File: src/rtl/epps_pkg.sv
// shared constants, codes and controller/datapath interface types
`default_nettype none

package epps_pkg;

    localparam int TABLE_DEPTH  = 65536;
    localparam int VALUE_BITS   = 32;
    localparam int IDX_BITS     = $clog2(TABLE_DEPTH);
    localparam int CNT_BITS     = IDX_BITS + 1;
    localparam int CFG_IDX_BITS = 1;
    localparam int CFG_BITS     = 32;
    localparam int STATUS_BITS  = 2;

    localparam logic [VALUE_BITS-1:0] START_EVEN_RST = VALUE_BITS'(4);
    localparam logic [CNT_BITS-1:0]   DEPTH_CNT      = CNT_BITS'(TABLE_DEPTH);

    localparam logic OP_WRITE = 1'b0;
    localparam logic OP_CHECK = 1'b1;

    localparam logic [CFG_IDX_BITS-1:0] CFG_START_EVEN  = CFG_IDX_BITS'(0);
    localparam logic [CFG_IDX_BITS-1:0] CFG_PRIME_COUNT = CFG_IDX_BITS'(1);

    localparam logic [STATUS_BITS-1:0] STATUS_FOUND  = 2'd0;
    localparam logic [STATUS_BITS-1:0] STATUS_NOPAIR = 2'd1;
    localparam logic [STATUS_BITS-1:0] STATUS_SHORT  = 2'd2;

    typedef struct packed {
        logic                   wr_en;
        logic                   cfg_we;
        logic                   walk_start;
        logic                   ui_inc;
        logic                   set_ready;
        logic                   even_inc;
        logic                   srch_init;
        logic                   lo_inc;
        logic                   hi_dec;
        logic                   rd_upper;
        logic                   res_load;
        logic [STATUS_BITS-1:0] res_status;
    } t_cmd;

    typedef struct packed {
        logic index_ready;
        logic cnt_short;
        logic below;
        logic ptr_ok;
        logic sum_eq;
        logic sum_lt;
    } t_stat;

endpackage

`default_nettype wire

File: src/rtl/epps_ctrl.sv
// sequencing state machine and result valid flag
`default_nettype none

module epps_ctrl
    import epps_pkg::*;
(
    input  wire logic  i_clk,
    input  wire logic  i_rst_n,
    input  wire logic  i_in_valid,
    input  wire logic  i_operation,
    output logic       o_in_stall,
    output logic       o_out_valid,
    input  wire logic  i_out_stall,
    input  wire logic  i_cfg_valid,
    output logic       o_cfg_ready,
    input  wire t_stat i_stat,
    output t_cmd       o_cmd
);

    localparam logic [3:0] S_IDLE      = 4'd0;
    localparam logic [3:0] S_WALK_RD   = 4'd1;
    localparam logic [3:0] S_WALK_CMP  = 4'd2;
    localparam logic [3:0] S_ADV_RD    = 4'd3;
    localparam logic [3:0] S_ADV_CMP   = 4'd4;
    localparam logic [3:0] S_SHORT     = 4'd5;
    localparam logic [3:0] S_SRCH_INIT = 4'd6;
    localparam logic [3:0] S_SRCH_RD   = 4'd7;
    localparam logic [3:0] S_SRCH_CMP  = 4'd8;

    logic [3:0] r_state;
    logic [3:0] n_state;
    logic       r_out_valid;
    logic       n_out_valid;
    logic       in_xfer;
    logic       out_free;

    assign o_in_stall  = (r_state != S_IDLE);
    assign o_cfg_ready = (r_state == S_IDLE);
    assign in_xfer     = i_in_valid && !o_in_stall;
    assign out_free    = !r_out_valid || !i_out_stall;

    always_comb begin
        n_state          = r_state;
        o_cmd            = '0;
        o_cmd.rd_upper   = 1'b1;
        o_cmd.res_status = STATUS_FOUND;
        o_cmd.wr_en      = in_xfer && (i_operation == OP_WRITE);
        o_cmd.cfg_we     = i_cfg_valid && o_cfg_ready;
        case (r_state)
            S_IDLE: begin
                if (in_xfer && (i_operation == OP_CHECK)) begin
                    if (i_stat.index_ready) begin
                        n_state = S_ADV_RD;
                    end else begin
                        o_cmd.walk_start = 1'b1;
                        n_state          = S_WALK_RD;
                    end
                end
            end
            S_WALK_RD: begin
                if (i_stat.cnt_short) begin
                    n_state = S_SHORT;
                end else begin
                    n_state = S_WALK_CMP;
                end
            end
            S_WALK_CMP: begin
                if (i_stat.below) begin
                    o_cmd.ui_inc = 1'b1;
                    n_state      = S_WALK_RD;
                end else begin
                    o_cmd.set_ready = 1'b1;
                    n_state         = S_ADV_RD;
                end
            end
            S_ADV_RD: begin
                if (i_stat.cnt_short) begin
                    n_state = S_SHORT;
                end else begin
                    o_cmd.even_inc = 1'b1;
                    n_state        = S_ADV_CMP;
                end
            end
            S_ADV_CMP: begin
                o_cmd.ui_inc = i_stat.below;
                n_state      = S_SRCH_INIT;
            end
            S_SHORT: begin
                if (out_free) begin
                    o_cmd.even_inc   = 1'b1;
                    o_cmd.res_load   = 1'b1;
                    o_cmd.res_status = STATUS_SHORT;
                    n_state          = S_IDLE;
                end
            end
            S_SRCH_INIT: begin
                o_cmd.srch_init = 1'b1;
                n_state         = S_SRCH_RD;
            end
            S_SRCH_RD: begin
                o_cmd.rd_upper = 1'b0;
                if (i_stat.ptr_ok) begin
                    n_state = S_SRCH_CMP;
                end else if (out_free) begin
                    o_cmd.res_load   = 1'b1;
                    o_cmd.res_status = STATUS_NOPAIR;
                    n_state          = S_IDLE;
                end
            end
            S_SRCH_CMP: begin
                o_cmd.rd_upper = 1'b0;
                if (i_stat.sum_eq) begin
                    if (out_free) begin
                        o_cmd.res_load   = 1'b1;
                        o_cmd.res_status = STATUS_FOUND;
                        n_state          = S_IDLE;
                    end
                end else if (i_stat.sum_lt) begin
                    o_cmd.lo_inc = 1'b1;
                    n_state      = S_SRCH_RD;
                end else begin
                    o_cmd.hi_dec = 1'b1;
                    n_state      = S_SRCH_RD;
                end
            end
            default: begin
                n_state = S_IDLE;
            end
        endcase
    end

    always_comb begin
        if (o_cmd.res_load) begin
            n_out_valid = 1'b1;
        end else if (r_out_valid && !i_out_stall) begin
            n_out_valid = 1'b0;
        end else begin
            n_out_valid = r_out_valid;
        end
    end

    always_ff @(posedge i_clk) begin
        if (!i_rst_n) begin
            r_state     <= S_IDLE;
            r_out_valid <= 1'b0;
        end else begin
            r_state     <= n_state;
            r_out_valid <= n_out_valid;
        end
    end

    assign o_out_valid = r_out_valid;

endmodule

`default_nettype wire

File: config.mk
export PLATFORM = sky130hd
export DESIGN_NAME = epps_ctrl
export DESIGN_NICKNAME = d
export VERILOG_FILES = /design/src/rtl/epps_pkg.sv /design/src/rtl/epps_ctrl.sv
export SDC_FILE = /design/constraint.sdc
export NUM_CORES = 1
export LEC_CHECK = 0
export BUFFER_PORTS_ARGS = -buffer_cell sky130_fd_sc_hd__buf_2
export CAP_MARGIN = 20
export CORE_AREA = 2 2 39 41
export CTS_BUF_LIST = sky130_fd_sc_hd__clkbuf_4 sky130_fd_sc_hd__clkbuf_8
export DETAILED_ROUTE_END_ITERATION = 7
export DIE_AREA = 0 0 41 43
export PLACE_DENSITY = 0.76
export SYNTH_ARGS = -nofsm -noshare
export SYNTH_HDL_FRONTEND = slang
export SYNTH_SLANG_ARGS = --single-unit
File: constraint.sdc
create_clock -name i_clk -period 1.5 [get_ports i_clk]
set_input_delay 0.3 -clock i_clk [delete_from_list [all_inputs] [get_ports i_clk]]
set_output_delay 0.3 -clock i_clk [all_outputs]
set_load 0.01 [all_outputs]
-- Word-level counts from Yosys, hierarchy flattened
Index checks and enable logic that the tools add are counted.
- bitwise logic cells: 1
- equality and inequality tests: 9
- mux-type cells: 33
- reduce and logical (&&, ||, !) cells: 13
- operators by type and width (kind ; number):
    case mux 4 bit (9 select lines) ; 1
    2-to-1 mux 3 bit ; 6
    equality test 4 x 3 -> 1 bit (second input constant) ; 4
    2-to-1 mux 4 bit ; 4
    2-to-1 mux 1 bit ; 15
    case mux 3 bit (3 select lines) ; 1
    equality test 4 x 2 -> 1 bit (second input constant) ; 2
    2-to-1 mux 2 bit ; 4
    logical AND 1 bit ; 5
    equality test 4 x 1 -> 1 bit (second input constant) ; 1
    equality test 4 bit (second input constant) ; 1
    logical NOT 4 bit ; 1
    case mux 1 bit (2 select lines) ; 2
    nonzero test 4 bit ; 1
    logical NOT 1 bit ; 3
    inequality test 2 x 1 -> 1 bit (second input constant) ; 1
    nonzero test 2 bit ; 1
    OR reduction 2 bit ; 1
    logical OR 1 bit ; 1
    inverter 1 bit ; 1
- input bits: 12
- logic and storage cells: 58
- output and inout port bits: 16
- register bits after elaboration: 5

-- Depth between registers and ports, before layout
Gate-level depths: netlist (run 1).
- depth in word-level cells: 6
- mapped depth: 5

-- Worst setup path after synthesis (run 1)
Ideal clock, no wire load.
- path type: register to output
- start: reg r_state[1]
- end: out o_cmd[10] (netlist bit)
- buffers on the path: 1
- stages on the path, launching flop included: 5
- arrival: 1.240 ns
- data required time: 1.200 ns
- path slack: -0.040 ns
- path through: dfxtp_1 > buf_6 > nor4_4 > nand2_2 > nor3b_2
- RTL lines (element ; RTL line ; text):
    from (decl) ; epps_ctrl.sv:30 ; logic [3:0] r_state;
    from (signal assigned) ; epps_ctrl.sv:147 ; r_state <= n_state;
    to (decl) ; epps_ctrl.sv:17 ; output t_cmd o_cmd

==> results.cfg, run 1 <==
[drt]
drt_iter0_drc = 14
routed_wl_microns = 1820
drc_errors = 0
wl_per_cell_microns = 13.5
postRouteAntennaNets = 0
via_per_inst = 5.47
vias = 733
firstDrtPassIters = 4

[timing]
timing.fmax_mhz = 569
hold_ws_ps = 335
relSlewSlack = 0.806
tns_ps = -2550
min_period_over_period = 1.17
tightest_slew_ps = 287
fin_worst_skew_ps = 0.905
period_needed_ps = 1760
hold_viol_final = 0
rsz0062_at_grt = true
drv_slew = 0
setup_ws_ps = -258
setup_viol = 19

[finish]
stdcell_count = 134
nFillCells = 111
areaGrowthSynthToFinish_pct = 73.7
finalInstanceArea_sq_um = 1000
drive_above_1_share = 0.653
finish.utilization = 0.722
diodes = 0
final_nets = 131

[logic_synthesis]
netlist_area_sq_um = 576
syn-num-nets = 82
synth_seq_cells = 5
syn_area_per_cell_sq_um = 8.22
syn_inst = 70
synth_warnings = 0
yosys.cell_types.count = 36
ys_seq_area_frac = 0.174

[die]
initial_core_util = 0.416
core-area_sq_um = 1380
die_h_microns = 43
rows = 14
die_area_sq_um = 1760
io_pins = 28
die_x_microns = 41

[clock_tree]
numClockSinks = 5
hold_buffers = 0
cts_tree = built
cts-root-buf = clkbuf_4
htreeDepth = 1
clkLatencyLatePin_ps = 250
cts_made_buffers = 3
clk_path_buf_depth = 2
clk_pin_slew_ps = 40

[global_routing]
antenna_found_initial = 0
grt_max_degree = 10
grtUsageTotal = 0.229
grt_pass1_wl_microns = 2730
gr-total-overflow = 0
first_global_vias = 685

[critical_path]
path_class = flop to output pin
cp_slowest_cell = dfxtp_2
path_cells = buf_6 > nor4b_4 > buf_4 > a21oi_2 > o21bai_1 > buf_2
required_ps = 1200
path_max_fanout = 3
worstPathArrival_ps = 1460
crit_path_end_kind = output pin
cp-start-kind = flop
max_stage_delay_ps = 320

[placed_design]
post_dp_cell_area_sq_um = 788
dp.cells = 120
hpwl_microns = 1210
port_buffers = 27
dpl_worst_slack_ps = -83.7
place_congestion = 0.830

[pwr]
power_leakage_nw = 0.455
vdd_drop_max_uv = 475
p_total_mw = 0.733
p_per_area_nw_per_um2 = 733

[min_path]
hp-class = input port to flop

[outcome]
violations = setup timing
status = complete, but fails checks

[flow_run]
maxCapViolations = 0
[Yosys cell counts]
| cell type | instances | area share |
|---|---|---|
| a21boi_1 | 1 | 0.013 |
| a21o_1 | 2 | 0.026 |
| a21o_2 | 1 | 0.015 |
| a21oi_1 | 5 | 0.043 |
| a21oi_2 | 2 | 0.030 |
| a311o_1 | 1 | 0.017 |
| a32oi_1 | 1 | 0.015 |
| and2_1 | 2 | 0.022 |
| and2_2 | 1 | 0.013 |
| and2b_1 | 1 | 0.013 |
| and3_1 | 1 | 0.011 |
| buf_2 | 2 | 0.017 |
| buf_4 | 2 | 0.026 |
| buf_6 | 2 | 0.039 |
| dfxtp_1 | 5 | 0.17 |
| inv_1 | 2 | 0.013 |
| mux2i_1 | 1 | 0.017 |
| nand2_1 | 3 | 0.020 |
| nand2_2 | 1 | 0.011 |
| nand2b_1 | 3 | 0.033 |
| nand3_1 | 1 | 0.0087 |
| nor2_1 | 7 | 0.046 |
| nor2b_1 | 2 | 0.022 |
| nor3_1 | 3 | 0.026 |
| nor3_2 | 1 | 0.017 |
| nor3b_1 | 2 | 0.026 |
| nor3b_2 | 1 | 0.022 |
| nor4_1 | 2 | 0.022 |
| nor4_4 | 2 | 0.074 |
| nor4b_1 | 2 | 0.030 |
| nor4b_4 | 1 | 0.041 |
| o211ai_1 | 1 | 0.013 |
| o21bai_1 | 2 | 0.026 |
| o32ai_1 | 1 | 0.015 |
| or2b_1 | 2 | 0.026 |
| xnor2_1 | 1 | 0.015 |
[worst paths after layout]
path,startpoint,end,slack [ps],cells past startpoint
worst max register to register,r_state[2]$_SDFFE_PN0P_,r_state[1]$_SDFFE_PN0P_,-50,8
worst min register to register,r_state[3]$_SDFFE_PN0P_,r_state[0]$_SDFFE_PN0P_,700,3
worst min-delay path,i_rst_n,o_out_valid$_SDFFE_PN0P_,330,2
worst max-delay path,r_state[2]$_SDFFE_PN0P_,o_cmd[2],-260,6
[cell families (layout without fill, tap and decap cells)]
| kind of cell | Yosys count | count (layout) | share of synthesized area |
|---|---|---|---|
| AOI/OAI and AO/OA | 17 | 17 | 0.215 |
| xor gates and xnor gates | 1 | 1 | 0.0152 |
| and+or+nand+nor | 38 | 38 | 0.483 |
| buffers and inverters | 8 | 56 | 0.0956 |
| muxes | 1 | 1 | 0.0174 |
| DFF | 5 | 5 | 0.174 |
[timing repair]
item,in CTS,in global routing
endpoints found under the setup margin,15,16
setup buffers,6,4
resized for setup,17,8
pin swaps,7,7
[report_power, final]
| group | total (mW) | switching [mW] | internal, mW |
|---|---|---|---|
| sequential | 0.173 | 0.0250 | 0.148 |
| combinational | 0.383 | 0.168 | 0.214 |
| clock | 0.178 | 0.0587 | 0.119 |
[flip-flops by register name, summed over array words and instances, names as in the netlist]
register	count
r_state	4
o_out_valid	1
[layer usage]
metal	global-route usage	part of all wire	vias up	wire [microns]
met5	0	0	-	0
met1	0.253	0.37	348	669
met4	0.120	0.0094	0	17
met3	0.0157	0.062	4	113
li1	-	-	348	-
met2	0.400	0.56	33	1020
[placed cells by master, fill, tap and decap left out, types with 2 or more instances in the layout]
master    netlist  final
clkbuf_4        0      4
o21bai_1        2      2
or2b_1          2      2
a21o_1          2      2
dfxtp_4         0      2
buf_4           2     18
nor3_2          1      2
nand2_2         1      2
nand2b_1        3      3
and2_1          2      2
nand2_1         3      2
nor2b_1         2      2
buf_2           2     24
a21oi_2         2      3
nor4_4          2      2
a21oi_1         5      4
dfxtp_2         0      2
nor2_1          7      7
buf_6           2      8
[cell type report]
type	count	area (sq um)	share of cell area
inverter	2	7.51	0.00751
clock buffer	4	30.0	0.0300
multi-input combinational	57	487	0.487
sequential	5	110	0.110
timing repair buffer	50	345	0.345
tap	16	20.0	0.0200
[worst max-delay path: cells and delay by family, from the launching register on]
family                 cells  cell delay, ps
buffers and inverters      3             440
AO/OA/AOI/OAI              2             180
flip-flops                 1             320
AND/OR/NAND/NOR            1             270
Note: power is estimated with default switching activity, not from simulation.
==> inputs of run 2 (changes only) <==
--- a/config.mk
+++ b/config.mk
@@ -7,11 +7,10 @@
 export LEC_CHECK = 0
 export BUFFER_PORTS_ARGS = -buffer_cell sky130_fd_sc_hd__buf_2
 export CAP_MARGIN = 20
-export CORE_AREA = 2 2 39 41
+export CORE_MARGIN = 2
+export CORE_UTILIZATION = 35
 export CTS_BUF_LIST = sky130_fd_sc_hd__clkbuf_4 sky130_fd_sc_hd__clkbuf_8
 export DETAILED_ROUTE_END_ITERATION = 7
-export DIE_AREA = 0 0 41 43
-export PLACE_DENSITY = 0.76
 export SYNTH_ARGS = -nofsm -noshare
 export SYNTH_HDL_FRONTEND = slang
 export SYNTH_SLANG_ARGS = --single-unit
==> results.cfg, run 2 (synthesized netlist as in run 1, its figures left out) <==
[finish]
multi_input_area_sq_um = 477
largest_reg_flops = 4
max_flop_register = r_state
areaGrowthSynthToFinish_pct = 76.3
drive_above_1_share = 0.672
final_nets = 132
final-seq-area_sq_um = 113
finish.utilization = 0.666
mostFrequentLayoutCells = buf_2, buf_4, buf_6
mostFrequentLayoutCell = buf_2
diodes = 0
nFillCells = 124

[die]
die_x_microns = 44.6
io_pins = 28
die_h_microns = 44.6
rows = 14
initial_core_util = 0.378
core-area_sq_um = 1520
die_area_sq_um = 1980

[drt]
postRouteAntennaNets = 0
routed_wl_microns = 1830
wl_per_cell_microns = 13.6
drt_iter0_drc = 4
firstDrtPassIters = 4
drc_errors = 0
vias = 711
via_per_inst = 5.27

[timing]
fin_worst_skew_ps = 5.86
relSlewSlack = 0.781
tns_ps = -2110
hold_ws_ps = 342
tightest_slew_ps = 328
timing.fmax_mhz = 573
rsz0062_at_grt = true
drv_slew = 0
min_period_over_period = 1.16
setup_ws_ps = -246
period_needed_ps = 1750
setup_viol = 15
hold_viol_final = 0

[global_routing]
grt_max_degree = 10
grt_pass1_wl_microns = 2880
gr-total-overflow = 0
antenna_found_initial = 0
grtUsageTotal = 0.202
first_global_vias = 666

[clock_tree]
htreeDepth = 1
cts-root-buf = clkbuf_4
clk_pin_slew_ps = 50
cts_made_buffers = 3
clkLatencyLatePin_ps = 250
clk_path_buf_depth = 2
cts_tree = built
numClockSinks = 5

[critical_path]
path_class = flop to output pin
path_max_fanout = 3
crit_path_end_kind = output pin
cp-start-kind = flop
worstPathArrival_ps = 1450
required_ps = 1200

[placed_design]
port_buffers = 27
dpl_worst_slack_ps = -64.1
hpwl_microns = 1260
place_congestion = 0.852

[flow_run]
maxCapViolations = 0

[pwr]
p_per_area_nw_per_um2 = 724
power_leakage_nw = 0.467
p_total_mw = 0.735
vdd_drop_max_uv = 711

[outcome]
violations = setup timing
status = complete, but fails checks

[min_path]
hp-class = input port to flop
run 2: path summary, 6_finish.rpt:
| check | start | end | slack, ps | depth (start not counted) |
|---|---|---|---|---|
| max | r_state[2]$_SDFFE_PN0P_ | o_cmd[2] | -250 | 6 |
| min reg2reg | r_state[0]$_SDFFE_PN0P_ | r_state[0]$_SDFFE_PN0P_ | 660 | 3 |
| min | i_rst_n | o_out_valid$_SDFFE_PN0P_ | 340 | 2 |
| max reg2reg | r_state[1]$_SDFFE_PN0P_ | r_state[0]$_SDFFE_PN0P_ | 40 | 8 |
run 2: where the power goes:
part           internal (mW)  switching (mW)  total (mW)
clock network          0.119          0.0586       0.177
logic                  0.213           0.173       0.386
registers              0.146          0.0256       0.171
total                  0.478           0.257       0.735
run 2: stage by stage:
step	instances	area (sq um)
floorplan	70	587
global placement	122	803
detailed placement	122	803
CTS	134	970
global route	135	1010
finish	135	1010
run 2: repair_timing:
item	CTS	global route
resized for setup	22	10
pin swaps	8	3
setup buffers	8	1
hold buffers	0	0
endpoints found under the setup margin	15	17
endpoints found under the hold margin	0	0
run 2: critical path: stages (launching register included):
cell and delay [ps]:
dfxtp_2 330, buf_6 120, nor4b_4 250, buf_4 180, a21oi_2 60, o21bai_1 120
buf_2 140
run 2: layout make-up:
cell class / count / area share
Sequential cell: 5 / 0.111
Timing Repair Buffer: 51 / 0.363
Tap cell: 16 / 0.0197
Multi-Input combinational cell: 57 / 0.470
Clock buffer: 4 / 0.0296
Inverter: 2 / 0.00740
run 2: layer usage:
metal | vias up | wire length [microns] | GRT usage
li1 | 352 | - | -
met1 | 325 | 770 | 0.240
met2 | 24 | 913 | 0.348
met3 | 10 | 58 | 0.0245
met4 | 0 | 87 | 0.109
met5 | - | 0 | 0
